<file path="src/design/chm_pkg.sv">
// shared types and constants of the cyclic hamming code matcher
package chm_pkg;

    localparam int DEF_MAX_REFERENCES   = 16;
    localparam int DEF_MAX_PATTERN_BITS = 31;

    localparam int CFG_W       = 5;
    localparam int CFG_IDX_W   = 2;
    localparam int INDEX_W     = 4;
    localparam int CODE_W      = 31;
    localparam int LENGTH_W    = 6;
    localparam int STATUS_W    = 2;
    localparam int IN_DATA_W   = 72;
    localparam int OUT_DATA_W  = 8;
    localparam int GROUP_BITS  = 8;
    localparam int GROUP_CNT_W = 4;

    localparam logic [CFG_IDX_W-1:0] CFG_PATTERN_LENGTH  = 2'd0;
    localparam logic [CFG_IDX_W-1:0] CFG_MAX_BIT_ERRORS  = 2'd1;
    localparam logic [CFG_IDX_W-1:0] CFG_REFERENCE_COUNT = 2'd2;

    localparam logic [CFG_W-1:0] PATTERN_LENGTH_RESET = 5'd4;

    localparam logic REQ_LOAD  = 1'b0;
    localparam logic REQ_MATCH = 1'b1;

    localparam logic [STATUS_W-1:0] STATUS_MATCH = 2'd0;
    localparam logic [STATUS_W-1:0] STATUS_NONE  = 2'd1;
    localparam logic [STATUS_W-1:0] STATUS_SHORT = 2'd2;

    typedef struct packed {
        logic adv2;
        logic adv3;
    } pipe_ctl_t;

    typedef struct packed {
        logic empty;
        logic too_short;
    } early_t;

endpackage

</file>
<file path="src/design/chm_ref_cmp.sv">
// all rotations of one reference against the window: partial counts, then hit flag
module chm_ref_cmp #(
    parameter int W = chm_pkg::DEF_MAX_PATTERN_BITS
) (
    input  logic                        clk,
    input  chm_pkg::pipe_ctl_t          ctl,
    input  logic [W-1:0]                code,
    input  logic [W-1:0]                mask,
    input  logic [W-1:0]                window,
    input  logic [chm_pkg::CFG_W-1:0]   len,
    input  logic [chm_pkg::CFG_W-1:0]   max_err,
    input  logic                        ref_en,
    output logic                        hit
);
    import chm_pkg::*;

    localparam int NGROUP = (W + GROUP_BITS - 1) / GROUP_BITS;
    localparam int CW     = $clog2(W + 1);

    logic [W-1:0]             code_m;
    logic [2*W-1:0]           doubled;
    logic [W-1:0]             lane_hit;
    logic                     hit_next;
    logic                     hit_reg;

    assign code_m  = code & mask;
    assign doubled = {{W{1'b0}}, code_m} | ({{W{1'b0}}, code_m} << len);

    for (genvar r = 0; r < W; r++)
    begin : g_rot
        logic [W-1:0] rot;
        logic [W-1:0] diff;
        logic [GROUP_CNT_W-1:0] pc_next [NGROUP];
        logic [GROUP_CNT_W-1:0] pc_reg  [NGROUP];
        logic [CW-1:0] sum;

        assign rot  = W'(doubled >> r) & mask;
        assign diff = rot ^ window;

        always_comb
        begin
            for (int g = 0; g < NGROUP; g++)
            begin
                pc_next[g] = '0;
                for (int b = 0; b < GROUP_BITS; b++)
                begin
                    if (g * GROUP_BITS + b < W)
                    begin
                        pc_next[g] = pc_next[g]
                                   + GROUP_CNT_W'(diff[g * GROUP_BITS + b]);
                    end
                end
            end
        end

        always_ff @(posedge clk)
        begin
            if (ctl.adv2)
            begin
                pc_reg <= pc_next;
            end
        end

        always_comb
        begin
            sum = '0;
            for (int g = 0; g < NGROUP; g++)
            begin
                sum = sum + CW'(pc_reg[g]);
            end
        end

        assign lane_hit[r] = (r < 32'(len)) && (32'(sum) <= 32'(max_err));
    end

    assign hit_next = ref_en && (|lane_hit);

    always_ff @(posedge clk)
    begin
        if (ctl.adv3)
        begin
            hit_reg <= hit_next;
        end
    end

    assign hit = hit_reg;

endmodule

</file>
<file path="config.mk">
export PLATFORM = sky130hd
export DESIGN_NAME = chm_ref_cmp
export DESIGN_NICKNAME = d
export VERILOG_FILES = /design/src/design/chm_pkg.sv /design/src/design/chm_ref_cmp.sv
export SDC_FILE = /design/constraint.sdc
export NUM_CORES = 2
export LEC_CHECK = 0
export ABC_CLOCK_PERIOD_IN_PS = 15080
export BUFFER_PORTS_ARGS = -buffer_cell sky130_fd_sc_hd__buf_2
export CORE_MARGIN = 2
export CORE_UTILIZATION = 45
export CTS_CLUSTER_SIZE = 25
export DETAILED_ROUTE_END_ITERATION = 16
export PLACE_DENSITY = 0.66
export SLEW_MARGIN = 30
export SYNTH_ARGS = -nofsm -noshare
export SYNTH_HDL_FRONTEND = slang
export SYNTH_SLANG_ARGS = --single-unit
</file>
<file path="constraint.sdc">
create_clock -name clk -period 15.08 [get_ports clk]
set_input_delay 4.524 -clock clk [delete_from_list [all_inputs] [get_ports clk]]
set_output_delay 4.524 -clock clk [all_outputs]
set_load 0.03 [all_outputs]
</file>
; Yosys cells after proc, flatten, opt, wreduce, memory -nomap -nowiden
; Cells that the tools add are included.
[classes]
addsub = 930
n_lt_le_gt_ge = 62
shifts = 1
n_bitwise = 64
reduce_logical = 33
[ops]
columns = op, n
row1 = adder 4 x 1 -> 4 bit, 465
row2 = AND 31 bit, 32
row3 = XOR 31 bit, 31
row4 = adder 3 x 1 -> 4 bit, 124
row5 = adder 2 x 1 -> 3 bit, 124
row6 = adder 5 x 4 -> 5 bit, 62
row7 = adder 1 x 1 -> 2 bit, 124
row8 = adder 4 x 4 -> 5 bit, 31
row9 = <= comparator 5 bit, 31
row10 = < comparator 5 bit (first input constant), 15
row11 = bitwise OR 31 x 61 -> 61 bit, 1
row12 = left shift 31 x 5 -> 61 bit, 1
row13 = < comparator 4 x 5 -> 1 bit (first input constant), 8
row14 = logical AND 1 bit, 32
row15 = OR reduction 31 bit, 1
row16 = < comparator 3 x 5 -> 1 bit (first input constant), 4
row17 = < comparator 1 x 5 -> 1 bit (first input constant), 2
row18 = < comparator 2 x 5 -> 1 bit (first input constant), 2
[totals]
register_bits = 497
inputBits = 107
word_cells = 1215

; Longest topological paths before layout
[logic_depth]
ltp_word = 12
mapped_depth = 19
mapped_depth_nobuf = 16

; Least setup slack after synthesis
; No wires, ideal clock.
[synth_path]
kind = input to register
from = input port len[1] in the netlist's numbering
to = register g_rot[14].pc_reg[6] in the netlist's numbering (data pin)
arrival_time_ps = 9053
setup_slack_ps = 5769
path_stages = 17
n_path_buf = 3
cell_sequence = buf_2 > inv_1 > buf_1 > mux4_2 > mux2_2 > mux4_2 > nand2_1 > buf_4 > nand2_1 > xor2_1 > fa_1 > fa_1 > fa_1 > inv_1 > ha_1 > fa_1 > xor2_1
[synth_lines]
columns = element, line_no
row1 = "start, declared", chm_ref_cmp.sv:10  ; input logic [chm_pkg::CFG_W-1:0] len,
row2 = "end signal, assigned", chm_ref_cmp.sv:60  ; pc_reg <= pc_next;
row3 = "end, declared", chm_ref_cmp.sv:34  ; logic [GROUP_CNT_W-1:0] pc_reg [NGROUP];

==> flow_summary.ini <==
[cts]
clk_pin_slew_ps = 60
worst_skew_pair.late_latency_ps = 700
clock-root-buffer = clkbuf_16
ctsHtreeMaxLevel = 2
cts_tree = done
cts_resized = 0
cts_setup_buffers = 0
cts_hold_repair.buffers = 0
clkSinkCount = 466
tritoncts.num_buffers = 58
cts_max_path_buffers = 3

[power]
power.total_mw = 16.6
peak_ir_drop_on_the_vdd_network_mv = 0.249
power_leakage_nw = 29.1
power_per_cell_area_mw_per_mm2 = 254

[die]
row_count = 134
fp.dieH_microns = 371
core-area_sq_mm = 0.134
boundaryPins = 108
die_area_sq_mm = 0.138
effective_utilization_at_floorplan_pct = 45.4
chipWidth_microns = 371

[detailed_routing]
drc_violation_count_after_routing = 0
route.antenna.remaining_nets = 0
wirelength_microns = 211000
detailedRoute.firstIterationViolations = 5128
route.vias.total = 44600
detail_route.first_pass.iterations = 6
routed_wire_length_per_instance_microns = 26.7
drt-vias-per-instance = 5.65

[global_route]
number_of_antenna_violations_at_the_first_check_in_global_routing = 8
grt_util_all_layers_pct = 30.9
largest_net_degree_at_the_start_of_global_routing = 94
gr-total-overflow = 0
grt_pass1_wl_microns = 306000
grt_pass1_vias = 46000

[place]
dpl.hpwl_microns = 136000
gp_routability_congestion = 0.984
port_buffers = 107

[yosys]
yosys_register_bits = 466
mappedNetlistArea_sq_mm = 0.0607
mappedNetlistNets = 7520
yosys_warnings = 0
syn_area_cell_sq_um = 9.93
synthesis.instances = 6111
asyncSetResetFlopFracSynth_pct = 0
synth.distinct_cells = 75
post_synth_edffs = 466
seq_area_frac_synth_pct = 23.1
postSynth.topFlopCell = edfxtp_1

[finish]
largest_reg_flops = 465
fillerInstances = 12100
drive_above_1_share_pct = 7.72
area_growth_pct = 7.30
finalNetCount = 7488

[sta]
rsz_0062_raised_after_global_routing = no
period_minus_slack_ps = 10400
final_hold_viol_count = 0
final.hold.worst_slack_ps = 1940
part_of_the_cycle_the_worst_path_needs_pct = 68.9
setup_viol = 0
worst-slew-pin-transition_ps = 1090
final_max_slew_viol_count = 0
maxSlewHeadroom_pct = 27.2
max_freq_mhz = 96.2
finalSetupTns_ps = 0
skew_ps = 18.2

[hold_path]
hp-class = reg2reg

[run]
cap_violations = 0

[worst_setup_path]
worst_setup_path_end_kind = flop
worstPathRequired_ps = 15540
worst_path_most_repeated_cell = fa_1
start_kind = input port
critical_path_maximum_fanout = 32
arrival_ps = 10860
setup.worst_path.class = in2reg
critPathMaxStageDelay_ps = 750
kind_of_cell_adding_the_most_delay_to_the_critical_path = adder cells
timing.critical_path.slowest_stage_cell = mux2i_4
worst-path-buf-inv = 6
cp_cell_sequence = buf_2 -> buf_4 -> nand2_1 -> mux4_2 -> mux2_2 -> mux2_2 -> mux2i_4 -> buf_4 -> nand2_1 -> xor2_1 -> fa_1 -> fa_1 -> fa_1 -> inv_1 -> ha_1 -> inv_1 -> fa_1 -> inv_1

[outcome]
status = finished clean
## per-layer routing
metal	GRT usage, %	share of wire, %	up-vias
li1	-	-	18700
met5	0.0699	0.047	-
met2	46.4	42	3012
met4	17.7	7.4	14
met1	39.0	36	22000
met3	10.2	14	906
## through the flow
stage	cells	util (%)	area, sq um	setup slack (ps)
6_report	7898	48.7	65100	4680
3_5_place_dp	7786	47.2	63100	4160
2_1_floorplan	6111	-	60700	5770
4_1_cts	7895	48.7	65100	4890
3_3_place_gp	7785	47.2	63100	4290
5_1_grt	7897	48.7	65100	4640
## worst min-delay path: stages (launching register included)
cell	delay, ps
edfxtp_1	320
ha_1	150
xnor2_1	80
xnor2_1	190
ha_1	140
a21oi_1	160
o221ai_1	230
a41oi_1	430
## Yosys cell counts (29+ instances only)
library cell     n  area [sq um]
inv_1         1151          4320
nand2_1        968          3630
xor2_1         724          6340
fa_1           713         14300
ha_1           589          7370
edfxtp_1       466         14000
xnor2_1        413          3620
a21oi_1        165           826
clkbuf_1       146           548
nor2b_1        108           676
buf_2           81           405
buf_1           77           289
nor2_1          66           248
o21ai_0         56           280
mux4_2          43           968
a21o_1          40           300
nand3_1         29           145
## final cells by class
| type | count | area (sq um) | share of cell area [%] |
|---|---|---|---|
| flip-flops and latches | 466 | 14000 | 21.5 |
| diodes | 2 | 5.00 | 0.00769 |
| multi-input cells | 4169 | 41100 | 63.1 |
| clock buffers | 65 | 1480 | 2.27 |
| repair buffers | 229 | 1520 | 2.33 |
| clock inverters | 44 | 472 | 0.724 |
| well taps | 1768 | 2210 | 3.40 |
| inverters | 1155 | 4340 | 6.66 |
## final timing paths
| check | startpoint | end | slack, ps | depth (start not counted) |
|---|---|---|---|---|
| worst max-delay path | mask[18] | g_rot[25].pc_reg[9] | 4680 | 18 |
| worst min-delay path | g_rot[17].pc_reg[11] | hit | 1940 | 7 |
| worst max register to register | g_rot[5].pc_reg[1] | hit | 9240 | 15 |
| worst min register to register | g_rot[17].pc_reg[11] | hit | 1940 | 7 |
## power breakdown
group	internal (mW)	total [mW]	switching, mW	leakage [nW]
logic	5.29	12.5	7.20	23.6
registers	2.33	2.59	0.259	4.53
clock network	0.845	1.48	0.630	0.947
## layout by cell type (no fill, tap or decap), types with 8 or more instances in the layout
cell type and count:
a21o_1 40, nor2_1 64, mux4_2 43, clkbuf_16 58
xnor2_1 413, nand2_1 968, o211ai_1 8, buf_2 97
mux2i_1 18, xor2_1 724, o21ai_0 54, nand2b_1 10
buf_4 128, bufinv_16 8, nand4_1 22, edfxtp_1 466
ha_1 589, nand3_1 29, xnor2_2 10, inv_1 1147
o21a_1 11, clkinv_2 12, fa_1 713, clkinv_1 8
nor2b_1 108, nand2_4 22, a21oi_1 165, nand2_2 10
mux2_2 20
## cells by family (layout without fill, tap and decap cells)
| logic type | after synthesis | count (layout) | share of synthesized area [%] |
|---|---|---|---|
| buffers and inverters | 1476 | 1493 | 9.51 |
| adders and majority gates | 1302 | 1302 | 35.7 |
| and+or+nand+nor | 1264 | 1264 | 8.90 |
| xor gates and xnor gates | 1147 | 1147 | 16.7 |
| DFF | 466 | 466 | 23.1 |
| AOI/OAI and AO/OA | 367 | 367 | 3.74 |
| muxes | 89 | 89 | 2.47 |
| other | 0 | 2 | 0 |
(Power assumes the default switching activity.)
