**src/design/chm_pkg.sv**
```systemverilog
// shared types and constants of the cyclic hamming code matcher
package chm_pkg;

    localparam int DEF_MAX_REFERENCES   = 16;
    localparam int DEF_MAX_PATTERN_BITS = 31;

    localparam int CFG_W       = 5;
    localparam int CFG_IDX_W   = 2;
    localparam int INDEX_W     = 4;
    localparam int CODE_W      = 31;
    localparam int LENGTH_W    = 6;
    localparam int STATUS_W    = 2;
    localparam int IN_DATA_W   = 72;
    localparam int OUT_DATA_W  = 8;
    localparam int GROUP_BITS  = 8;
    localparam int GROUP_CNT_W = 4;

    localparam logic [CFG_IDX_W-1:0] CFG_PATTERN_LENGTH  = 2'd0;
    localparam logic [CFG_IDX_W-1:0] CFG_MAX_BIT_ERRORS  = 2'd1;
    localparam logic [CFG_IDX_W-1:0] CFG_REFERENCE_COUNT = 2'd2;

    localparam logic [CFG_W-1:0] PATTERN_LENGTH_RESET = 5'd4;

    localparam logic REQ_LOAD  = 1'b0;
    localparam logic REQ_MATCH = 1'b1;

    localparam logic [STATUS_W-1:0] STATUS_MATCH = 2'd0;
    localparam logic [STATUS_W-1:0] STATUS_NONE  = 2'd1;
    localparam logic [STATUS_W-1:0] STATUS_SHORT = 2'd2;

    typedef struct packed {
        logic adv2;
        logic adv3;
    } pipe_ctl_t;

    typedef struct packed {
        logic empty;
        logic too_short;
    } early_t;

endpackage

```
**src/design/chm_resolve.sv**
```systemverilog
// lowest matching reference and result register
module chm_resolve #(
    parameter int DEPTH = chm_pkg::DEF_MAX_REFERENCES
) (
    input  logic                          clk,
    input  logic                          rst_n,
    input  logic                          in_valid,
    input  chm_pkg::early_t               early,
    input  logic [DEPTH-1:0]              hits,
    input  logic                          out_ready,
    output logic                          out_valid,
    output logic [chm_pkg::STATUS_W-1:0]  status,
    output logic [chm_pkg::INDEX_W-1:0]   index
);
    import chm_pkg::*;

    logic                 any_hit;
    logic [INDEX_W-1:0]   first_idx;
    logic [STATUS_W-1:0]  status_next;
    logic [INDEX_W-1:0]   index_next;
    logic                 valid_reg;
    logic [STATUS_W-1:0]  status_reg;
    logic [INDEX_W-1:0]   index_reg;
    logic                 adv;

    always_comb
    begin
        any_hit   = 1'b0;
        first_idx = '0;
        for (int k = DEPTH - 1; k >= 0; k--)
        begin
            if (hits[k])
            begin
                any_hit   = 1'b1;
                first_idx = INDEX_W'(k);
            end
        end
    end

    always_comb
    begin
        status_next = STATUS_NONE;
        index_next  = '0;
        if (early.empty)
        begin
            status_next = STATUS_NONE;
        end
        else if (early.too_short)
        begin
            status_next = STATUS_SHORT;
        end
        else if (any_hit)
        begin
            status_next = STATUS_MATCH;
            index_next  = first_idx;
        end
    end

    assign adv = !valid_reg || out_ready;

    always_ff @(posedge clk or negedge rst_n)
    begin
        if (!rst_n)
        begin
            valid_reg <= 1'b0;
        end
        else if (adv)
        begin
            valid_reg <= in_valid;
        end
    end

    always_ff @(posedge clk)
    begin
        if (adv)
        begin
            status_reg <= status_next;
            index_reg  <= index_next;
        end
    end

    assign out_valid = valid_reg;
    assign status    = status_reg;
    assign index     = index_reg;

endmodule

```
**config.mk**
```make
export PLATFORM = sky130hd
export DESIGN_NAME = chm_resolve
export DESIGN_NICKNAME = d
export VERILOG_FILES = /design/src/design/chm_pkg.sv /design/src/design/chm_resolve.sv
export SDC_FILE = /design/constraint.sdc
export NUM_CORES = 1
export LEC_CHECK = 0
export BUFFER_PORTS_ARGS = -buffer_cell sky130_fd_sc_hd__buf_2
export CAP_MARGIN = 30
export CORE_UTILIZATION = 33
export CTS_BUF_LIST = sky130_fd_sc_hd__clkbuf_2 sky130_fd_sc_hd__clkbuf_4 sky130_fd_sc_hd__clkbuf_8
export DETAILED_ROUTE_END_ITERATION = 6
export GPL_ROUTABILITY_DRIVEN = 0
export PLACE_DENSITY = 0.77
export SYNTH_ARGS = -nofsm -noshare
export SYNTH_HDL_FRONTEND = slang
export SYNTH_SLANG_ARGS = --single-unit
```
**constraint.sdc**
```tcl
create_clock -name clk -period 1.2 [get_ports clk]
set_clock_uncertainty 0.15 [all_clocks]
set_input_delay 0.18 -clock clk [delete_from_list [all_inputs] [get_ports clk]]
set_output_delay 0.18 -clock clk [all_outputs]
set_load 0.02 [all_outputs]
```
# Word level (Yosys, flattened, before mapping)

Index checks and enable logic that the tools add are counted.

Flip-flop bits (word level): 7
Output and inout bits: 7
Logic and storage cells: 46

Mux-type cells: 33
Bitwise logic cells: 1
Reductions and logical operators: 6

Operators with widths:

| operator         | count |
|---|---|
| $mux 4           | 8 |
| $mux 1           | 18 |
| $mux 3           | 4 |
| $reduce_or 11->1 | 1 |
| $reduce_or 7->1  | 1 |
| $mux 2           | 3 |
| $reduce_or 5->1  | 1 |
| $reduce_or 4->1  | 1 |
| $logic_not 1->1  | 1 |
| $logic_or 1x1->1 | 1 |
| $not 1->1        | 1 |

# Longest topological paths before layout

Gate-level depths: netlist of the first run.

Depth after elaboration: 18
Depth in mapped cells: 5
Mapped depth without buffers: 5

# Worst setup path after synthesis of the first run

No wires, ideal clock.

Kind: in2reg
Start: input port hits[11]
End: register index_reg[0] (netlist: index[0]) (data pin)
Data arrival time: 1.067 ns
Slack: -0.279 ns
Stages: 5
Path buffers: 0
Path through: or4_4 -> nor2b_4 -> nand3_2 -> nand2_1 -> o31ai_1

Cells in the longest elaborated chain, start to end: 14

RTL lines:

| element                          | line              | text |
|---|---|---|
| start, declared                  | chm_resolve.sv:9  | `input logic [DEPTH-1:0] hits,` |
| $mux 1 (12 in a row)             | chm_resolve.sv:32 | `if (hits[k])` |
| $not 1->1 (no source line)       | n/a               |  |
| $reduce_or 4->1 (no source line) | n/a               |  |
| end signal, assigned             | chm_resolve.sv:78 | `index_reg <= index_next;` |
| end, declared                    | chm_resolve.sv:23 | `logic [INDEX_W-1:0] index_reg;` |

Parallel ways exist; a longest one is shown, timed or not.
A chain may end at the register's enable or synchronous reset.

# Worst setup path after layout of the first run

Same ends and word-level chain as after synthesis.

==> metrics.yaml, run 1 <==
run_status:
  status: "finished, violations left"
  violations: "negative setup slack"
worst_setup_path:
  crit_chain: "buf_6 -> or4_4 -> nor2b_4 -> nand3_2 -> nand2_2 -> o31ai_1"
  critical-path-slowest-cell: "or4_4"
  crit_fanout: 2
  crit_path_end_kind: "flip-flop"
  critical_path.top_delay_family: "simple AND/OR/NAND/NOR gates"
  critPathArrivalTime_ns: 1.17
  worstPathRequired_ns: 1.04
  worstSetupStartpointType: "input port"
  slowest_delay_ns: 0.54
  crit_type: "input port to flip-flop"
  crit_buf_inv: 1
final_layout:
  fin_nets: 113
  area_growth_pct: 75.00
  num_antenna_cells: 0
  fin_util_pct: 65.06
  design_area_um2: 762.0
  drive_above_1_share_pct: 58.89
  largest_reg_flops: 4
  finalNonFillerCells: 104
synthesis:
  yosys.area.top_type: "edfxtp_1"
  synth_nets: 65
  ys_seq_area_share_pct: 47.13
  syn_inst: 43
  yosys_most_used_dff: "edfxtp_1"
  synth.most_common_cell: "edfxtp_1"
  synth_area_leaders: "edfxtp_1, dfrtp_1, nor2_1"
  synth-seq-cells: 7
  synth_commonest_cells: "edfxtp_1, nor2_1, inv_1"
  synthDominantCellAreaShare_pct: 41.38
  synth_cell_types: 22
  synth-warning-count: 0
  synth_edf_count: 6
  synth.avg_cell_area_um2: 10.13
  async_flop_share_pct: 14.29
  synth_area_um2: 435.4
placed_design:
  portBuffers: 28
  dp.cells: 99
  dp_hpwl_um: 896.5
  dp_slack_ns: -0.4272
  dpl_cell_area_um2: 704.4
sta:
  whs_ns: 0.01348
  fin_setup_tns_ns: -0.4409
  min_period_ns: 1.331
  setup_viol: 5
  finalCritPeriodShare_pct: 110.9
  timing.slew.headroom_pct: 80.22
  rsz0062_at_grt: "true"
  max_freq_mhz: 751.3
  slew_violations: 0
  hold_viol_final: 0
  worst_slew_pin_slew_ns: 0.2944
  setup_ws_ns: -0.1310
power:
  p_leak_nw: 0.3608
  p_sw_mw: 0.1651
  p_per_area_nw_per_um2: 897.1
  seqPwrFrac_pct: 41.9
  switching_share_pct: 24.15
  irDropWorstVdd_mv: 0.3359
  clockPowerShare_pct: 32.8
  internal_power_mw: 0.5185
  comb_power_share_pct: 25.3
  power_mw: 0.6835
floorplanning:
  die_w_um: 38.33
  start_util_pct: 37.18
  core_area_um2: 1171
  io-pin-count: 29
  rows: 12
  die_area_um2: 1469
  die_h_um: 38.33
cts:
  cts_root_buf: "clkbuf_4"
  path_clk_slew_ns: 0.05
  cts_tree: "built"
  clockBufferDepth: 2
  clock_latency_ns: 0.24
  clock-sinks: 7
  cts-buffers-inserted: 3
  htreeDepth: 1
grt:
  antenna_found_initial: 0
  grt_pass1_vias: 448
  grt_remaining_overflow: 0
  track_usage_pct: 18.26
  grt_pass1_wl_um: 1842
  grt_max_degree: 8
drt:
  ant_nets: 0
  vias_per_cell: 5.077
  wl_um: 1090
  drc_errors: 0
  drt_first_pass_iters: 4
  vias: 528
  drt-wirelength-per-cell_um: 10.48
  drtIter0Drc: 8
worst_hold_path:
  hold_class: "input port to flip-flop"
flow_run:
  drv_cap: 0
-- layout by cell type (no fill, tap or decap), drive strengths merged --
| cell type | synthesis | final |
|---|---|---|
| dfrtp | 1 | 1 |
| nor4 | 2 | 2 |
| or4 | 1 | 1 |
| nand2 | 2 | 2 |
| nor3 | 3 | 3 |
| a221oi | 1 | 1 |
| buf | 0 | 42 |
| nor2b | 3 | 3 |
| a211oi | 2 | 2 |
| nand2b | 2 | 2 |
| o31ai | 3 | 3 |
| o211ai | 1 | 1 |
| dlygate4sd3 | 0 | 1 |
| clkbuf | 0 | 4 |
| and4b | 1 | 1 |
| and3 | 1 | 1 |
| o21ai | 3 | 3 |
| inv | 4 | 4 |
| a21oi | 1 | 1 |
| nor2 | 5 | 5 |
| nand3 | 1 | 1 |
| edfxtp | 6 | 6 |
-- repair_timing --
action | in CTS | in global routing
hold buffers | 1 | 0
cloned | 0 | 0
setup endpoints to repair | 5 | 5
buffers inserted | 0 | 0
gates resized for setup | 3 | 0
endpoints found under the hold margin | 1 | 0
pin swaps | 3 | 0
-- power groups by stage --
| stage | Clock [mW] | Combinational, mW | Sequential [mW] |
|---|---|---|---|
| after floorplan | 0 | 0.0357 | 0.314 |
| after global placement | 0 | 0.158 | 0.290 |
| after detailed placement | 0 | 0.163 | 0.291 |
| after CTS | 0.230 | 0.173 | 0.287 |
| after global routing | 0.244 | 0.190 | 0.288 |
| final | 0.224 | 0.173 | 0.286 |
-- layout make-up --
cell class                      count  area, um2
Multi-Input combinational cell     32      232.7
Clock buffer                        4      30.03
Tap cell                           14      17.52
Inverter                            4      15.01
Fill cell                          96      409.1
Timing Repair Buffer               43      261.5
Sequential cell                     7      205.2
-- final timing paths --
check,cells after the start,slack (ns),end,start
worst max-delay path,6,-0.13,index[0],hits[11]
worst min-delay path,2,0.01,out_valid,in_valid
worst max register to register,1,0.12,index[2],out_valid
worst min register to register,2,0.55,out_valid,out_valid
max in group asynchronous,2,0.71,out_valid,rst_n
min in group asynchronous,2,0.10,out_valid,rst_n
-- routing by layer --
metal  share of wire, %  track usage [%]  up-vias
met5                  0                0        -
met4                  0            10.71        0
met3                8.3            2.326        0
met2                 58            33.05       32
met1                 33            19.93      239
li1                   -                -      257
-- cells by family after synthesis --
logic type / Yosys count / share of synthesized area (%)
AO/OA/AOI/OAI: 11 / 18.10
flip-flops: 7 / 47.12
AND/OR/NAND/NOR: 21 / 31.32
buffers and inverters: 4 / 3.447
Note: power is estimated with default switching activity, not from simulation.
==> inputs of run 2 (changes only) <==
- CORE_AREA: unset -> 2 2 39 41
- CORE_UTILIZATION: 33 -> unset
- DIE_AREA: unset -> 0 0 41 43
- PLACE_DENSITY: 0.77 -> 0.76
==> metrics.yaml, run 2 (same netlist as run 1, synthesis figures left out) <==
drt:
  ant_nets: 0  # unchanged
  drt_first_pass_iters: 4  # unchanged
  vias: 522  # -1.1%
  drc_errors: 0  # unchanged
  vias_per_cell: 4.789  # -5.7%
  drt-wirelength-per-cell_um: 9.798  # -6.5%
  wl_um: 1068  # -2.0%
  drtIter0Drc: 5  # -3
cts:
  cts_root_buf: "clkbuf_4"
  path_clk_slew_ns: 0.05  # about the same
  clockBufferDepth: 2  # unchanged
  cts_tree: "built"
  cts-buffers-inserted: 3  # unchanged
  htreeDepth: 1  # unchanged
  clock_latency_ns: 0.24  # about the same
  clock-sinks: 7  # unchanged
worst_setup_path:
  reg2reg_depth: 1  # unchanged
  r2r_start: "out_valid"
  worstPathRequired_ns: 1.04  # about the same
  cp-endpoint: "index[0]"
  crit_fanout: 2  # unchanged
  r2r_end: "index[1]"
  crit_start: "hits[10]"
  r2r_setup_slack_ns: 0.12  # about the same
  crit_type: "input port to flip-flop"
  crit_path_end_kind: "flip-flop"
  worstSetupStartpointType: "input port"
  critPathArrivalTime_ns: 1.20  # +0.03 ns
power:
  irDropWorstVdd_mv: 0.2733  # -19%
  p_per_area_nw_per_um2: 870.8  # -2.9%
  p_leak_nw: 0.3765  # +4.4%
run_status:
  status: "finished, violations left"
  violations: "negative setup slack"
final_layout:
  seq_area_um2: 205.2  # unchanged
  drive_above_1_share_pct: 60.22  # +1.3 points
  fill_cells: 128  # +33%
  num_antenna_cells: 0  # unchanged
  final_cell_mix: "buf_2, buf_4, edfxtp_1"
  finalNonFillerCells: 109  # +4.8%
  design_area_um2: 792.0  # +3.9%
  area_growth_pct: 81.90
  final_common_cell: "buf_2"
  fin_nets: 116  # +2.7%
  multi_input_area_um2: 229.0  # -1.6%
  largest_reg_flops: 4  # unchanged
sta:
  min_period_ns: 1.365  # +0.03366 ns
  max_freq_mhz: 732.8  # -2.5%
  rsz0062_at_grt: "true"
  timing.slew.headroom_pct: 75.30  # -4.9 points
  hold_viol_final: 0  # unchanged
  finalCritPeriodShare_pct: 113.7  # +2.8 points
  slew_violations: 0  # unchanged
  setup_ws_ns: -0.1646  # -0.03366 ns
  setup_viol: 5  # unchanged
  worst_slew_pin_slew_ns: 0.3674  # +0.07303 ns
grt:
  antenna_found_initial: 0  # unchanged
  grt_pass1_wl_um: 1697  # -7.9%
  grt_max_degree: 8  # unchanged
  grt_pass1_vias: 503  # +12%
  track_usage_pct: 13.78  # -4.5 points
  grt_remaining_overflow: 0  # unchanged
floorplanning:
  io-pin-count: 29  # unchanged
  start_util_pct: 31.46  # -5.7 points
  die_h_um: 43  # +12%
  die_area_um2: 1763  # +20%
  core_area_um2: 1384  # +18%
  die_w_um: 41  # +7.0%
  rows: 14  # +2
placed_design:
  dp_hpwl_um: 902.5  # +0.67%
  portBuffers: 28  # unchanged
  dpl_cell_area_um2: 706.9  # +0.36%
  dp.cells: 101  # +2.0%
worst_hold_path:
  hold_class: "input port to flip-flop"
flow_run:
  drv_cap: 0  # unchanged
run 2: worst min path at each step:
stage | from | end | slack [ns] | cells past startpoint
after floorplan | rst_n | out_valid | -0.27 | 0
after global placement | rst_n | out_valid | -0.20 | 1
after detailed placement | rst_n | out_valid | -0.19 | 1
after CTS | early[1] | status[0] | 0.08 | 3
after global routing | early[1] | status[0] | 0.09 | 3
final | early[1] | status[0] | 0.08 | 3
run 2: metrics by stage:
step	util [%]	TNS, ns	worst slack (ns)	power (mW)	hold slack (ns)
3_3_place_gp	51.09	-1.736	-0.4145	0.4497	-0.1952
2_1_floorplan	-	-1.031	-0.2769	0.3496	-0.2656
3_5_place_dp	51.09	-1.836	-0.4490	0.4547	-0.1914
5_1_grt	57.23	-0.7746	-0.2029	0.7221	0.08927
6_report	57.23	-0.6392	-0.1646	0.6897	0.08316
4_1_cts	55.70	-0.4658	-0.1518	0.6904	0.07955
run 2: worst max-delay path, cell delays in order:
cell and delay (ns):
buf_6 0.09, or4_4 0.54, nor2b_4 0.13, nand3_2 0.09, nand2_2 0.10, o31ai_2 0.07
run 2: report_power, final:
group / switching, mW / internal [mW]
clock network: 0.0766 / 0.149
logic: 0.0844 / 0.0934
registers: 0.00355 / 0.283
run 2: area by class of cell:
type	count	share of cell area, %
Tap cell	16	2.528
Sequential cell	7	25.91
Inverter	4	1.896
Multi-Input combinational cell	32	28.91
Timing Repair Buffer	46	36.97
Clock buffer	4	3.791
run 2: repair_timing:
item / CTS / global route
setup endpoints to repair: 5 / 5
pin swaps: 3 / 4
endpoints found under the hold margin: 2 / 0
hold buffers: 2 / 0
buffers inserted: 0 / 2
gates resized for setup: 3 / 1
run 2: routing by layer:
layer | track usage, % | share of wire [%] | vias to the layer above
li1 | - | - | 263
met1 | 12.25 | 34 | 236
met2 | 26.25 | 57 | 23
met3 | 1.571 | 8.9 | 0
met4 | 8.000 | 0 | 0
met5 | 0 | 0 | -
==> inputs of run 3 (changes only) <==
==> constraint.sdc (replaced) <==
create_clock -name clk -period 1.2 [get_ports clk]
set_clock_uncertainty 0.15 [all_clocks]
set_input_delay 0.24 -clock clk [delete_from_list [all_inputs] [get_ports clk]]
set_output_delay 0.24 -clock clk [all_outputs]
set_load 0.02 [all_outputs]
==> metrics.yaml, run 3 (same netlist as run 1, synthesis figures left out) <==
flow_run:
  drv_cap: 0  # unchanged
worst_setup_path:
  worstSetupStartpointType: "input port"
  crit_fanout: 2  # unchanged
  crit_buf_inv: 1  # unchanged
  critPathArrivalTime_ns: 1.24  # +0.04 ns
  slowest_delay_ns: 0.54  # about the same
  critical_path.top_delay_family: "simple AND/OR/NAND/NOR gates"
  crit_type: "input port to flip-flop"
  r2r_setup_slack_ns: 0.09  # -0.03 ns
  reg2reg_depth: 1  # unchanged
  r2r_end: "status[1]"
  crit_chain: "buf_6 -> or4_4 -> nor2b_4 -> nand3_2 -> nand2_2 -> o31ai_1"
  critical-path-slowest-cell: "or4_4"
  crit_path_end_kind: "flip-flop"
  r2r_start: "out_valid"
  worstPathRequired_ns: 1.05  # about the same
grt:
  grt_pass1_wl_um: 1649  # -2.8%
  grt_remaining_overflow: 0  # unchanged
  grt_max_degree: 8  # unchanged
  grt_pass1_vias: 479  # -4.8%
  track_usage_pct: 13.77  # -0.014 points
  antenna_found_initial: 0  # unchanged
drt:
  drc_errors: 0  # unchanged
  wl_um: 1042  # -2.4%
  drtIter0Drc: 5  # unchanged
  vias_per_cell: 4.778  # -0.23%
  drt-wirelength-per-cell_um: 9.648  # -1.5%
  drt_first_pass_iters: 3  # -1
  vias: 516  # -1.1%
  ant_nets: 0  # unchanged
final_layout:
  largest_reg_flops: 4  # unchanged
  final_common_cell: "buf_2"
  fin_util_pct: 57.23  # unchanged
  drive_above_1_share_pct: 59.78  # -0.43 points
  fin_nets: 115  # -0.86%
  area_growth_pct: 81.90  # unchanged
  final_cell_mix: "buf_2, buf_4, edfxtp_1"
  num_antenna_cells: 0  # unchanged
  design_area_um2: 792.0  # unchanged
sta:
  setup_viol: 5  # unchanged
  timing.slew.headroom_pct: 79.11  # +3.8 points
  worst_slew_pin_slew_ns: 0.3110  # -0.05643 ns
  setup_ws_ns: -0.1971  # -0.03252 ns
  max_freq_mhz: 715.7  # -2.3%
  rsz0062_at_grt: "true"
  hold_viol_final: 0  # unchanged
  min_period_ns: 1.397  # +0.03252 ns
  slew_violations: 0  # unchanged
  finalCritPeriodShare_pct: 116.4  # +2.7 points
  fin_setup_tns_ns: -0.7226  # -0.08332 ns
power:
  clockPowerShare_pct: 33.1  # +0.4 points
  comb_power_share_pct: 25.8  # about the same
  seqPwrFrac_pct: 41.1  # -0.4 points
  internal_power_mw: 0.5274  # +0.44%
  switching_share_pct: 24.50  # +0.64 points
  p_leak_nw: 0.3752  # -0.34%
  irDropWorstVdd_mv: 0.3117  # +14%
  p_sw_mw: 0.1711  # +4.0%
  p_per_area_nw_per_um2: 882.0  # +1.3%
cts:
  clockBufferDepth: 2  # unchanged
  cts_root_buf: "clkbuf_4"
  cts-buffers-inserted: 3  # unchanged
  clock-sinks: 7  # unchanged
  path_clk_slew_ns: 0.05  # about the same
  cts_tree: "built"
  htreeDepth: 1  # unchanged
  clock_latency_ns: 0.25  # about the same
placed_design:
  portBuffers: 28  # unchanged
  dpl_cell_area_um2: 714.4  # +1.1%
  dp_hpwl_um: 912  # +1.1%
run_status:
  violations: "negative setup slack"
  status: "finished, violations left"
floorplanning:
  die_area_um2: 1763  # unchanged
  start_util_pct: 31.46  # unchanged
  io-pin-count: 29  # unchanged
  die_w_um: 41  # unchanged
  rows: 14  # unchanged
  die_h_um: 43  # unchanged
  core_area_um2: 1384  # unchanged
worst_hold_path:
  hold_start: "in_valid"
  whs_path_depth: 2  # -1
  hold_class: "input port to flip-flop"
  hold_end: "out_valid"
==> run 3: power by group through the flow <==
stage / Combinational, mW / Clock [mW] / Sequential, mW
finish: 0.180 / 0.231 / 0.287
global route: 0.198 / 0.249 / 0.289
CTS: 0.175 / 0.236 / 0.287
detailed placement: 0.166 / 0 / 0.291
global placement: 0.162 / 0 / 0.290
floorplan: 0.0357 / 0 / 0.314
==> run 3: cell type report <==
type                    instances  area (um2)
multi-input cells              32       232.7
clock buffers                   4       30.03
inverters                       4       15.01
well taps                      16       20.02
flip-flops and latches          7       205.2
repair buffers                 45       289.0
fillers                       121       591.8
==> run 3: per-stage QoR <==
stage,worst slack [ns],power (mW),instances,hold WS [ns]
3_5_place_dp,-0.4941,0.4568,102,-0.1336
2_1_floorplan,-0.3369,0.3496,43,-0.2056
5_1_grt,-0.2459,0.7357,108,0.03599
6_report,-0.1971,0.6985,108,0.02409
3_3_place_gp,-0.4741,0.4519,102,-0.1352
4_1_cts,-0.1949,0.6979,107,0.02181
==> run 3: layer usage <==
metal	global-route usage [%]	vias to the layer above	part of all wire, %
met1	10.89	228	32
met2	26.56	23	56
li1	-	261	-
met3	1.571	4	8.8
met5	0	-	0
met4	10.00	0	2.9
==> run 3: worst max path at each step <==
stage | slack, ns | end | cells past startpoint | from
6_report | -0.20 | index[0] | 6 | hits[10]
5_1_grt | -0.25 | index[0] | 6 | hits[10]
4_1_cts | -0.19 | index[0] | 6 | hits[11]
3_5_place_dp | -0.49 | index[0] | 6 | hits[8]
3_3_place_gp | -0.47 | index[0] | 6 | hits[8]
2_1_floorplan | -0.34 | index[0] | 5 | hits[8]
==> run 3: timing repair <==
action | in CTS | in global routing
hold endpoints to repair | 1 | 0
gates resized for setup | 4 | 3
hold buffers | 1 | 0
pin swaps | 5 | 5
setup buffers | 0 | 1
setup endpoints to repair | 5 | 6
