[src/design/chm_pkg.sv]
// shared types and constants of the cyclic hamming code matcher
package chm_pkg;

    localparam int DEF_MAX_REFERENCES   = 16;
    localparam int DEF_MAX_PATTERN_BITS = 31;

    localparam int CFG_W       = 5;
    localparam int CFG_IDX_W   = 2;
    localparam int INDEX_W     = 4;
    localparam int CODE_W      = 31;
    localparam int LENGTH_W    = 6;
    localparam int STATUS_W    = 2;
    localparam int IN_DATA_W   = 72;
    localparam int OUT_DATA_W  = 8;
    localparam int GROUP_BITS  = 8;
    localparam int GROUP_CNT_W = 4;

    localparam logic [CFG_IDX_W-1:0] CFG_PATTERN_LENGTH  = 2'd0;
    localparam logic [CFG_IDX_W-1:0] CFG_MAX_BIT_ERRORS  = 2'd1;
    localparam logic [CFG_IDX_W-1:0] CFG_REFERENCE_COUNT = 2'd2;

    localparam logic [CFG_W-1:0] PATTERN_LENGTH_RESET = 5'd4;

    localparam logic REQ_LOAD  = 1'b0;
    localparam logic REQ_MATCH = 1'b1;

    localparam logic [STATUS_W-1:0] STATUS_MATCH = 2'd0;
    localparam logic [STATUS_W-1:0] STATUS_NONE  = 2'd1;
    localparam logic [STATUS_W-1:0] STATUS_SHORT = 2'd2;

    typedef struct packed {
        logic adv2;
        logic adv3;
    } pipe_ctl_t;

    typedef struct packed {
        logic empty;
        logic too_short;
    } early_t;

endpackage

[src/design/chm_table.sv]
// reference code table, one flop row per slot, written by load requests
module chm_table #(
    parameter int DEPTH = chm_pkg::DEF_MAX_REFERENCES,
    parameter int W     = chm_pkg::DEF_MAX_PATTERN_BITS
) (
    input  logic                         clk,
    input  logic                         we,
    input  logic [chm_pkg::INDEX_W-1:0]  widx,
    input  logic [W-1:0]                 wdata,
    output logic [W-1:0]                 entries [DEPTH]
);
    import chm_pkg::*;

    logic [W-1:0] table_reg [DEPTH];

    always_ff @(posedge clk)
    begin
        for (int k = 0; k < DEPTH; k++)
        begin
            if (we && (32'(widx) == k))
            begin
                table_reg[k] <= wdata;
            end
        end
    end

    assign entries = table_reg;

endmodule

[config.mk]
export PLATFORM = sky130hd
export DESIGN_NAME = chm_table
export DESIGN_NICKNAME = d
export VERILOG_FILES = /design/src/design/chm_pkg.sv /design/src/design/chm_table.sv
export SDC_FILE = /design/constraint.sdc
export NUM_CORES = 1
export LEC_CHECK = 0
export BUFFER_PORTS_ARGS = -buffer_cell sky130_fd_sc_hd__buf_2
export CORE_UTILIZATION = 30
export CTS_BUF_LIST = sky130_fd_sc_hd__clkbuf_4
export CTS_CLUSTER_DIAMETER = 100
export CTS_CLUSTER_SIZE = 20
export DETAILED_ROUTE_END_ITERATION = 12
export SLEW_MARGIN = 0
export SYNTH_ARGS = -nofsm -noshare
export SYNTH_HDL_FRONTEND = slang
export SYNTH_SLANG_ARGS = --single-unit
export TNS_END_PERCENT = 10
[constraint.sdc]
create_clock -name clk -period 9.9 [get_ports clk]
set_input_delay 1.98 -clock clk [delete_from_list [all_inputs] [get_ports clk]]
set_output_delay 1.98 -clock clk [all_outputs]
set_load 0.005 [all_outputs]
* Yosys cells after proc, flatten, opt, wreduce, memory -nomap -nowiden
Index checks and enable logic that the tools add are counted.
** Storage, ports and cells
- Output and inout bits :: 496
- Register bits :: 496
- Input port bits :: 37
- Logic and storage cells :: 48
** Operators by class
- Equal/unequal tests :: 15
- Reduce and logical (&&, ||, !) cells :: 17
** Operators by type and width (number)
- 4-bit equality test, second input constant :: 8
- 4-bit by 3-bit equality test with 1-bit output, second input constant :: 4
- 1-bit logical AND :: 16
- 4-bit by 2-bit equality test with 1-bit output, second input constant :: 2
- 4-bit by 1-bit equality test with 1-bit output, second input constant :: 1
- 4-bit zero test :: 1

* Longest topological paths before layout
Gate-level depths: netlist of run 1.
- Depth after elaboration :: 2
- Depth in mapped cells :: 3
- Depth with buffers taken out :: 2

* Worst setup path after synthesis of run 1
No wires, ideal clock.
- Path type :: input port to flip-flop
- From :: in widx[1] (netlist bit)
- To :: reg table_reg (netlist bit entries[465]) (enable)
- Library setup time :: 500 ps
- Data required time :: 9400 ps
- Cell stages on the path :: 3
- Path buffers :: 1
- Data arrival time :: 5248 ps
- Setup slack :: 4152 ps
- Path through :: nand2b_1 -> clkbuf_1 -> nor4_1
** On the way
- Word-level cells in the longest chain between the ends :: 2
** Ends and longest elaborated chain
- start, declared :: RTL line chm_table.sv:8 : input logic [chm_pkg::INDEX_W-1:0] widx,
- 4-bit zero test :: RTL line chm_table.sv:20 : if (we && (32'(widx) == k))
- 1-bit logical AND :: RTL line chm_table.sv:20
- end signal, assigned by index :: RTL line chm_table.sv:22 : table_reg[k] <= wdata;
- end, declared :: RTL line chm_table.sv:14 : logic [W-1:0] table_reg [DEPTH];
Every way passes these cells.
A chain may end at the register's enable or synchronous reset.

* Final worst setup path of run 1
- From :: reg table_reg (netlist bit entries[347])
- To :: out entries[347] (netlist bit)
** RTL lines
- end, declared :: RTL line chm_table.sv:10 : output logic [W-1:0] entries [DEPTH]
No word-level cell between the ends.

==> qor.csv, run 1 <==
stage,metric,value,unit
run_status,outcome,"complete, no violations",
power_and_ir_drop,Pwr Total,3.21,mW
die,die width,226,µm
placement,RD Place Congestion,0.776,
drt,initial drt markers,436,
drt,routed vias,7510,
die,core area,49300,µm²
yosys,largest family of logic cells by synthesized area,simple AND/OR/NAND/NOR gates,
global_routing,first-pass GRT wire length,52.1,mm
yosys,Post-Syn Instances,525,
yosys,number of flops mapped to enable cells by yosys,496,
power_and_ir_drop,LEAKAGE,6.86,nW
die,num rows,81,
clock_network,"Clk pin slew, worst setup/hold paths",200,ps
clock_network,Hold Buf Count CTS,0,
global_routing,GRT overflow,0,
die,Initial Util,30.6,%
yosys,XOR/XNOR Fraction of Synth Area,0,%
critical_path,CP max stage delay,470,ps
critical_path,"Cell Chain, Critical Path",buf_2,
sta,Final Cycle Share,34.8,%
global_routing,largest net degree at the start of global routing,32,
drt,WL/cell,22.3,µm
yosys,"FFs w/ async S/R, synth",0,%
critical_path,Worst Setup Start Kind,register,
die,die area,51100,µm²
critical_path,crit end category,output port,
job,Max Cap Violations,0,
critical_path,crit path max fanout,1,
critical_path,buffers and inverters on the worst path,1,
sta,Hold Fails Final Rpt,0,
die,Ports,533,
drt,via-per-instance ratio,4.25,
yosys,total of warnings raised by yosys,0,
clock_network,# clock sinks,496,
drt,Routed WL,39.4,mm
critical_path,slowest CP cell,edfxtp_1,
clock_network,Root Buffer,clkbuf_4,
sta,"Slew Viols, Final",0,
layout,Largest register FFs,496,
yosys,post-synthesis simple-gate area fraction,0.848,%
critical_path,WS Path Type,register to output port,
yosys,Synth Flop Type,edfxtp_1,
sta,worst-margin pin slew,1200,ps
power_and_ir_drop,maximum VDD drop,0.000111,V
global_routing,antenna violations before repair,2,
yosys,mux contribution to synthesized area,0,%
sta,endpoints failing setup,0,
sta,max frequency,290,MHz
clock_network,post-CTS setup buffers,0,
die,Die Span Y,226,µm
layout,Area growth syn-to-layout,26.3,%
min_path,min-delay worst type,input pin to register,
yosys,"FF+latch count, synth",496,
sta,Worst slew margin,19.6,%
yosys,Post-synth top cells,"edfxtp_1, nor2_1, nor3_1",
placement,hpwl dp,25.0,mm
layout,share of layout cells above drive strength 1,54.0,%
clock_network,Max Buffers Root-to-Sink,3,
clock_network,TritonCTS clock tree,yes,
yosys,"count leader, synth",edfxtp_1,
yosys,Unique masters post-synth,13,
drt,Detailed Routing Iterations Pass 1,4,
yosys,dominant cell type by area after synthesis,edfxtp_1,
clock_network,CTS buffer count,28,
layout,fin nets,1136,
yosys,synth top area cells,"edfxtp_1, nor3_1, nor2_1",
placement,# port buffers,532,
layout,fin area,19000,µm²
critical_path,Crit path max-delay family,flip-flops,
yosys,Compound-Gate Fraction of Synth Area,0,%
clock_network,htree depth,1,
sta,unrepaired setup endpoints after global routing,false,
critical_path,required time of the critical path,7920,ps
drt,drt drc,0,
yosys,Post-Syn Area,15000,µm²
placement,placed inst area,18700,µm²
drt,post-route ant nets,0,
yosys,top cell type's share of synthesized area,99.0,%
layout,fin cells,1766,
global_routing,number of global-route vias before repair,7170,
placement,Placed Cells,1733,
yosys,syn nets,562,
yosys,post-synthesis sequential area ratio,99.0,%
sta,min Tclk post-route,3440,ps
global_routing,gr usage total,14.4,%
yosys,Adder-Cell Fraction of Synth Area,0,%
power_and_ir_drop,cell area power density,169,nW/µm²
sta,setup tns final,0,ps
clock_network,Resized Gates After CTS,0,
yosys,synthesized area per cell,28.7,µm²
critical_path,WP data arrival,1460,ps
[stage by stage]
step	util, %	hold slack [ps]	worst slack [ps]
6_report	38.6	1480	6460
2_1_floorplan	-	2080	4150
3_3_place_gp	38.0	2360	5950
4_1_cts	38.6	1380	6340
5_1_grt	38.6	1400	6350
3_5_place_dp	38.0	2370	5900
[final timing paths]
kind / start / endpoint / slack [ps] / depth (start not counted)
setup / recovery: entries[347]$_DFFE_PP_ / entries[347] / 6460 / 1
hold / removal: wdata[8] / entries[39]$_DFFE_PP_ / 1480 / 1
[metal layers]
layer | up-vias | share of wire (%) | GRT usage [%]
met4 | 2 | 1.7 | 3.53
met5 | - | 0.033 | 0
met2 | 353 | 49 | 24.0
met3 | 51 | 8.2 | 3.71
li1 | 3250 | - | -
met1 | 3854 | 41 | 18.7
[power breakdown]
group          leakage, nW  switching, mW  internal, mW
sequential            4.48        0.00924          2.35
clock                0.157          0.558         0.184
combinational         2.22         0.0775        0.0312
total                 6.86          0.644          2.57
[placed cells by master (no fill, tap or decap), drive strengths merged]
cell    count
buf       547
edfxtp    496
clkbuf     28
nor2        8
nor3        6
diode       3
nand2b      3
nand2       2
nor4        2
nand3b      2
bufinv      2
or3b        1
inv         1
nand3       1
[kinds of logic (layout without fill, tap and decap cells)]
family                 after synthesis  count (layout)
flip-flops                         496             496
AND/OR/NAND/NOR                     25              25
buffers and inverters                4             578
other                                0               3
[area by class of cell]
class,count,area (µm²)
Antenna cell,3,7.51
Clock buffer,28,210
Clock inverter,2,60.1
Fill cell,4541,30200
Inverter,1,3.75
Multi-Input combinational cell,25,230
Sequential cell,496,14900
Tap cell,664,831
Timing Repair Buffer,547,2780
No activity file was read; power rests on OpenSTA's default activity.
==> run 2, diff against run 1 <==
--- a/config.mk
+++ b/config.mk
@@ -5,6 +5,7 @@
 export SDC_FILE = /design/constraint.sdc
 export NUM_CORES = 1
 export LEC_CHECK = 0
+export ABC_AREA = 1
 export BUFFER_PORTS_ARGS = -buffer_cell sky130_fd_sc_hd__buf_2
 export CORE_UTILIZATION = 30
 export CTS_BUF_LIST = sky130_fd_sc_hd__clkbuf_4
==> constraint.sdc (replaced) <==
create_clock -name clk -period 2.9 [get_ports clk]
set_input_delay 0.58 -clock clk [delete_from_list [all_inputs] [get_ports clk]]
set_output_delay 0.58 -clock clk [all_outputs]
set_load 0.005 [all_outputs]
==> qor.csv, run 2 <==
stage,metric,value,unit,change
yosys,"count leader, synth",edfxtp_1,,
critical_path,"Cell Chain, Critical Path",buf_2,,
die,num rows,81,,unchanged
critical_path,crit end category,output port,,
min_path,min-delay worst type,input pin to register,,
drt,Detailed Routing Iterations Pass 1,5,,+1
yosys,Adder-Cell Fraction of Synth Area,0,%,unchanged
drt,post-route ant nets,0,,unchanged
yosys,Compound-Gate Fraction of Synth Area,0,%,unchanged
layout,Post-Route Utilization,38.8,%,+0.25 points
yosys,Unique masters post-synth,5,,-8
layout,fin area,19100,µm²,+0.44%
yosys,top cell type's share of synthesized area,99.2,%,+0.17 points
sta,worst-margin pin slew,657,ps,-546 ps
drt,Routed WL,39.4,mm,-0.12%
placement,# port buffers,532,,unchanged
die,Die Span Y,226,µm,about the same
yosys,Post-synth top cells,"edfxtp_1, nor2_1, nand2_1, nand3_1, inv_1",,
yosys,total of warnings raised by yosys,0,,unchanged
clock_network,CTS buffer count,28,,unchanged
critical_path,required time of the critical path,2320,ps,-5600 ps
yosys,synth top area cells,"edfxtp_1, nor2_1, nand3_1",,
yosys,XOR/XNOR Fraction of Synth Area,0,%,unchanged
critical_path,Worst Setup Start Kind,register,,
clock_network,Max Buffers Root-to-Sink,3,,unchanged
clock_network,Resized Gates After CTS,0,,unchanged
clock_network,post-CTS setup buffers,0,,unchanged
placement,Placed Cells,1742,,+0.52%
global_routing,largest net degree at the start of global routing,32,,unchanged
clock_network,Root Buffer,clkbuf_4,,
sta,setup tns final,0,ps,unchanged
drt,initial drt markers,483,,+11%
placement,placed inst area,18800,µm²,+0.59%
layout,Area growth syn-to-layout,27.1,%,
placement,hpwl dp,25.3,mm,+1.2%
critical_path,crit path max fanout,1,,unchanged
sta,"Slew Viols, Final",0,,unchanged
drt,WL/cell,22.2,µm,-0.51%
global_routing,antenna violations before repair,1,,-1
die,die area,51000,µm²,-0.17%
run_status,outcome,"complete, no violations",,
layout,most frequent cells in the layout,"buf_2, edfxtp_1, clkbuf_4",,
drt,drt drc,0,,unchanged
layout,share of layout cells above drive strength 1,53.8,%,-0.17 points
sta,max frequency,504,MHz,
sta,endpoints failing setup,0,,unchanged
layout,footprint of the multi-input gates,233,µm²,+1.1%
global_routing,first-pass GRT wire length,51.9,mm,-0.44%
clock_network,"Clk pin slew, worst setup/hold paths",190,ps,about the same
clock_network,# clock sinks,496,,unchanged
layout,fin nets,1145,,+0.79%
global_routing,number of global-route vias before repair,7256,,+1.2%
power_and_ir_drop,maximum VDD drop,0.000397,V,+260%
placement,pre-CTS setup slack,680,ps,-5220 ps
die,Initial Util,30.6,%,about the same
yosys,post-synthesis simple-gate area fraction,0.750,%,-0.098 points
global_routing,GRT overflow,0,,unchanged
yosys,Synth Flop Type,edfxtp_1,,
layout,# fillers,4462,,-1.7%
yosys,Post-Syn Area,15000,µm²,-0.17%
sta,Final Cycle Share,68.4,%,
yosys,largest family of logic cells by synthesized area,simple AND/OR/NAND/NOR gates,,
drt,routed vias,7587,,+1.0%
sta,setup ws final,915,ps,-5540 ps
die,core area,49200,µm²,-0.21%
yosys,Post-Syn Instances,528,,+0.57%
critical_path,CP max stage delay,470,ps,about the same
critical_path,buffers and inverters on the worst path,1,,unchanged
sta,min Tclk post-route,1980,ps,
sta,unrepaired setup endpoints after global routing,false,,
layout,"most common cell after layout, fill and taps aside",buf_2,,
placement,RD Place Congestion,0.757,,-2.4%
global_routing,gr usage total,14.3,%,-0.11 points
yosys,syn nets,565,,+0.53%
yosys,mux contribution to synthesized area,0,%,unchanged
clock_network,htree depth,1,,unchanged
sta,Worst slew margin,56.2,%,+37 points
drt,via-per-instance ratio,4.28,,+0.63%
yosys,synthesized area per cell,28.5,µm²,-0.74%
critical_path,WP data arrival,1400,ps,-60 ps
sta,Hold Fails Final Rpt,0,,unchanged
yosys,dominant cell type by area after synthesis,edfxtp_1,,
clock_network,TritonCTS clock tree,yes,,
sta,worst hold slack,143,ps,-1340 ps
die,die width,226,µm,about the same
yosys,"FF+latch count, synth",496,,unchanged
die,Ports,533,,unchanged
critical_path,slowest CP cell,edfxtp_1,,
yosys,"FFs w/ async S/R, synth",0,%,unchanged
layout,Largest register FFs,496,,unchanged
critical_path,WS Path Type,register to output port,,
power_and_ir_drop,Pwr Total,10.9,mW,+240%
yosys,number of flops mapped to enable cells by yosys,496,,unchanged
clock_network,Hold Buf Count CTS,0,,unchanged
critical_path,Crit path max-delay family,flip-flops,,
layout,register area,14900,µm²,unchanged
power_and_ir_drop,LEAKAGE,6.90,nW,+0.64%
layout,fin cells,1773,,+0.40%
power_and_ir_drop,cell area power density,570,nW/µm²,+240%
yosys,post-synthesis sequential area ratio,99.2,%,+0.17 points
job,Max Cap Violations,0,,unchanged
-- run 2: changes by cell type in the layout (fill, tap and decap cells not counted), moves of 2 or more --
cell and change:
diode_2 -2, nand3b_1 -2, nor3_2 -6, nand3_1 +5, nor4_2 -2, buf_4 -3
nor2_4 +8, nand2b_1 -3, nand2_1 +4, inv_1 +3, buf_12 +6
-- run 2: where the power goes --
| group | switching (mW) | total (mW) | internal [mW] |
|---|---|---|---|
| Sequential | 0.0316 | 8.06 | 8.03 |
| Clock | 1.89 | 2.44 | 0.551 |
| Combinational | 0.270 | 0.381 | 0.111 |
-- run 2: path summary, 6_finish.rpt --
| check | start | to | slack [ps] | cells after the start |
|---|---|---|---|---|
| worst min-delay path | wdata[18] | entries[235]$_DFFE_PP_ | 140 | 1 |
| worst max-delay path | entries[443]$_DFFE_PP_ | entries[443] | 920 | 1 |
-- run 2: cells by family (layout without fill, tap and decap cells) --
| logic type | after synthesis | count (layout) |
|---|---|---|
| and+or+nand+nor | 28 | 28 |
| buffers and inverters | 4 | 584 |
| other | 0 | 1 |
| DFF | 496 | 496 |
-- run 2: layout make-up --
cell class | count | share of cell area [%]
well taps | 664 | 4.35
multi-input cells | 28 | 1.22
inverters | 4 | 0.0786
flip-flops and latches | 496 | 78.0
repair buffers | 550 | 15.0
clock buffers | 29 | 1.14
diodes | 1 | 0.0131
clock inverters | 1 | 0.157
-- run 2: per-layer routing --
| metal | part of all wire (%) | GRT usage, % |
|---|---|---|
| met5 | 0 | 0 |
| met2 | 49 | 24.2 |
| met1 | 41 | 18.2 |
| met4 | 1.7 | 2.76 |
| met3 | 8.4 | 4.32 |
==> run 3, diff against run 2 <==
--- a/config.mk
+++ b/config.mk
@@ -5,7 +5,7 @@
 export SDC_FILE = /design/constraint.sdc
 export NUM_CORES = 1
 export LEC_CHECK = 0
-export ABC_AREA = 1
+export ABC_AREA = 0
 export BUFFER_PORTS_ARGS = -buffer_cell sky130_fd_sc_hd__buf_2
 export CORE_UTILIZATION = 30
 export CTS_BUF_LIST = sky130_fd_sc_hd__clkbuf_4
==> constraint.sdc (replaced) <==
create_clock -name clk -period 2 [get_ports clk]
set_input_delay 0.4 -clock clk [delete_from_list [all_inputs] [get_ports clk]]
set_output_delay 0.4 -clock clk [all_outputs]
set_load 0.005 [all_outputs]
==> qor.csv, run 3 (synthesis gave the netlist of run 1 again) <==
stage,metric,value,unit,change
critical_path,Crit path max-delay family,flip-flops,,
drt,WL/cell,24.5,µm,+10%
die,Initial Util,30.6,%,about the same
drt,drt drc,0,,unchanged
global_routing,GRT Max-Usage Layer,met2,,
sta,setup tns final,0,ps,unchanged
die,die width,226,µm,about the same
critical_path,critical path depth in cells,1,,unchanged
global_routing,met2 usage,28.7,%,+4.5 points
layout,fin cells,1816,,+2.4%
power_and_ir_drop,cell area power density,804,nW/µm²,+41%
drt,routed vias,7880,,+3.9%
die,num rows,81,,unchanged
layout,share of layout cells above drive strength 1,53.3,%,-0.48 points
layout,fin nets,1185,,+3.5%
placement,# port buffers,532,,unchanged
power_and_ir_drop,Power Internal,12.7,mW,+46%
sta,"Slew Viols, Final",0,,unchanged
drt,Routed WL,44.5,mm,+13%
clock_network,"Clk pin slew, worst setup/hold paths",190,ps,about the same
sta,worst-margin pin slew,507,ps,-150 ps
die,die area,51100,µm²,+0.17%
job,Max Cap Violations,0,,unchanged
clock_network,# clock sinks,496,,unchanged
critical_path,"Cell Chain, Critical Path",buf_2,,
clock_network,htree depth,1,,unchanged
drt,via-per-instance ratio,4.34,,+1.4%
power_and_ir_drop,Clock power frac,22.2,%,-0.2 points
placement,Placed Cells,1751,,+0.52%
critical_path,Worst Setup Start Kind,register,,
power_and_ir_drop,maximum VDD drop,0.000531,V,+34%
clock_network,Max Buffers Root-to-Sink,3,,unchanged
sta,endpoints failing setup,0,,unchanged
critical_path,required time of the critical path,1600,ps,-720 ps
power_and_ir_drop,sw frac,20.3,%,+0.13 points
die,Die Span Y,226,µm,about the same
min_path,HP Start,widx[3],,
global_routing,routing usage on met1,19.7,%,+1.5 points
drt,initial drt markers,533,,+10%
global_routing,GRT overflow,0,,unchanged
global_routing,gr usage total,16.5,%,+2.2 points
drt,post-route ant nets,0,,unchanged
global_routing,met3 Use GR,4.85,%,+0.53 points
min_path,min-delay worst type,input pin to register,,
critical_path,CP startpoint,entries[226]$_DFFE_PP_,,
critical_path,WS Path Type,register to output port,,
sta,unrepaired setup endpoints after global routing,false,,
global_routing,number of global-route vias before repair,7720,,+6.4%
critical_path,crit end category,output port,,
power_and_ir_drop,LEAKAGE,7.16,nW,+3.8%
layout,Area growth syn-to-layout,31.2,%,
die,core area,49300,µm²,+0.21%
critical_path,WP data arrival,1450,ps,+50 ps
critical_path,crit path max fanout,1,,unchanged
global_routing,largest net degree at the start of global routing,32,,unchanged
sta,Worst slew margin,66.2,%,+10 points
run_status,outcome,"complete, no violations",,
layout,Largest register FFs,496,,unchanged
power_and_ir_drop,Sequential Power Share,73.7,%,-0.4 points
drt,Detailed Routing Iterations Pass 1,5,,unchanged
power_and_ir_drop,Comb power frac,4.1,%,+0.6 points
critical_path,slowest CP cell,edfxtp_1,,
clock_network,CTS buffer count,28,,unchanged
global_routing,first-pass GRT wire length,58.6,mm,+13%
placement,RD Place Congestion,0.785,,+3.7%
global_routing,antenna violations before repair,7,,+6
placement,hpwl dp,30.5,mm,+21%
sta,max frequency,541,MHz,
sta,min Tclk post-route,1850,ps,
critical_path,CP max stage delay,480,ps,about the same
sta,Final Cycle Share,92.5,%,
power_and_ir_drop,sw power,3.22,mW,+47%
layout,"most common cell after layout, fill and taps aside",buf_2,,
min_path,Hold Crit Depth,3,,+2
die,Ports,533,,unchanged
power_and_ir_drop,Pwr Total,15.9,mW,+46%
critical_path,buffers and inverters on the worst path,1,,unchanged
layout,most frequent cells in the layout,"buf_2, edfxtp_1, dlygate4sd3_1",,
clock_network,TritonCTS clock tree,yes,,
sta,Hold Fails Final Rpt,0,,unchanged
clock_network,Root Buffer,clkbuf_4,,
==> run 3: through the flow <==
stage / setup slack (ps) / hold slack, ps / utilization, % / instance area [µm²]
after floorplan: -452 / 499 / - / 15200
after global placement: 35.5 / 779 / 38.9 / 19200
after detailed placement: 20.9 / 789 / 38.9 / 19200
after CTS: 22.1 / 110 / 40.1 / 19700
after global routing: 19.7 / 139 / 40.1 / 19700
final: 150 / 225 / 40.1 / 19700
==> run 3: worst paths after layout <==
kind	endpoint	slack (ps)
max	entries[226]	150
min	entries[414]$_DFFE_PP_	220
==> run 3: metal layers <==
layer  wire, µm  up-vias
li1           -     3360
met1      16800     4033
met2      22600      417
met3       4030       64
met4       1020        6
met5         40        -
==> run 3: power by group through the flow <==
stage | Clock [mW] | Combinational (mW) | Sequential (mW)
3_5_place_dp | 0 | 0.616 | 11.9
6_report | 3.53 | 0.647 | 11.7
3_3_place_gp | 0 | 0.606 | 11.9
4_1_cts | 3.69 | 0.660 | 11.7
2_1_floorplan | 0 | 0.0776 | 12.0
5_1_grt | 3.99 | 0.698 | 11.7
==> run 3: repair_timing <==
| item | in CTS | in global routing |
|---|---|---|
| buffers inserted | 0 | 0 |
| hold endpoints to repair | 481 | 0 |
| hold buffers | 31 | 0 |
| resized for setup | 0 | 0 |
==> run 3: area by class of cell <==
type | count | area, µm²
Clock inverter | 1 | 30.0
Timing Repair Buffer | 596 | 3460
Antenna cell | 4 | 10.0
Multi-Input combinational cell | 25 | 293
Clock buffer | 29 | 218
Inverter | 1 | 3.75
Tap cell | 664 | 831
Fill cell | 4453 | 29500
Sequential cell | 496 | 14900
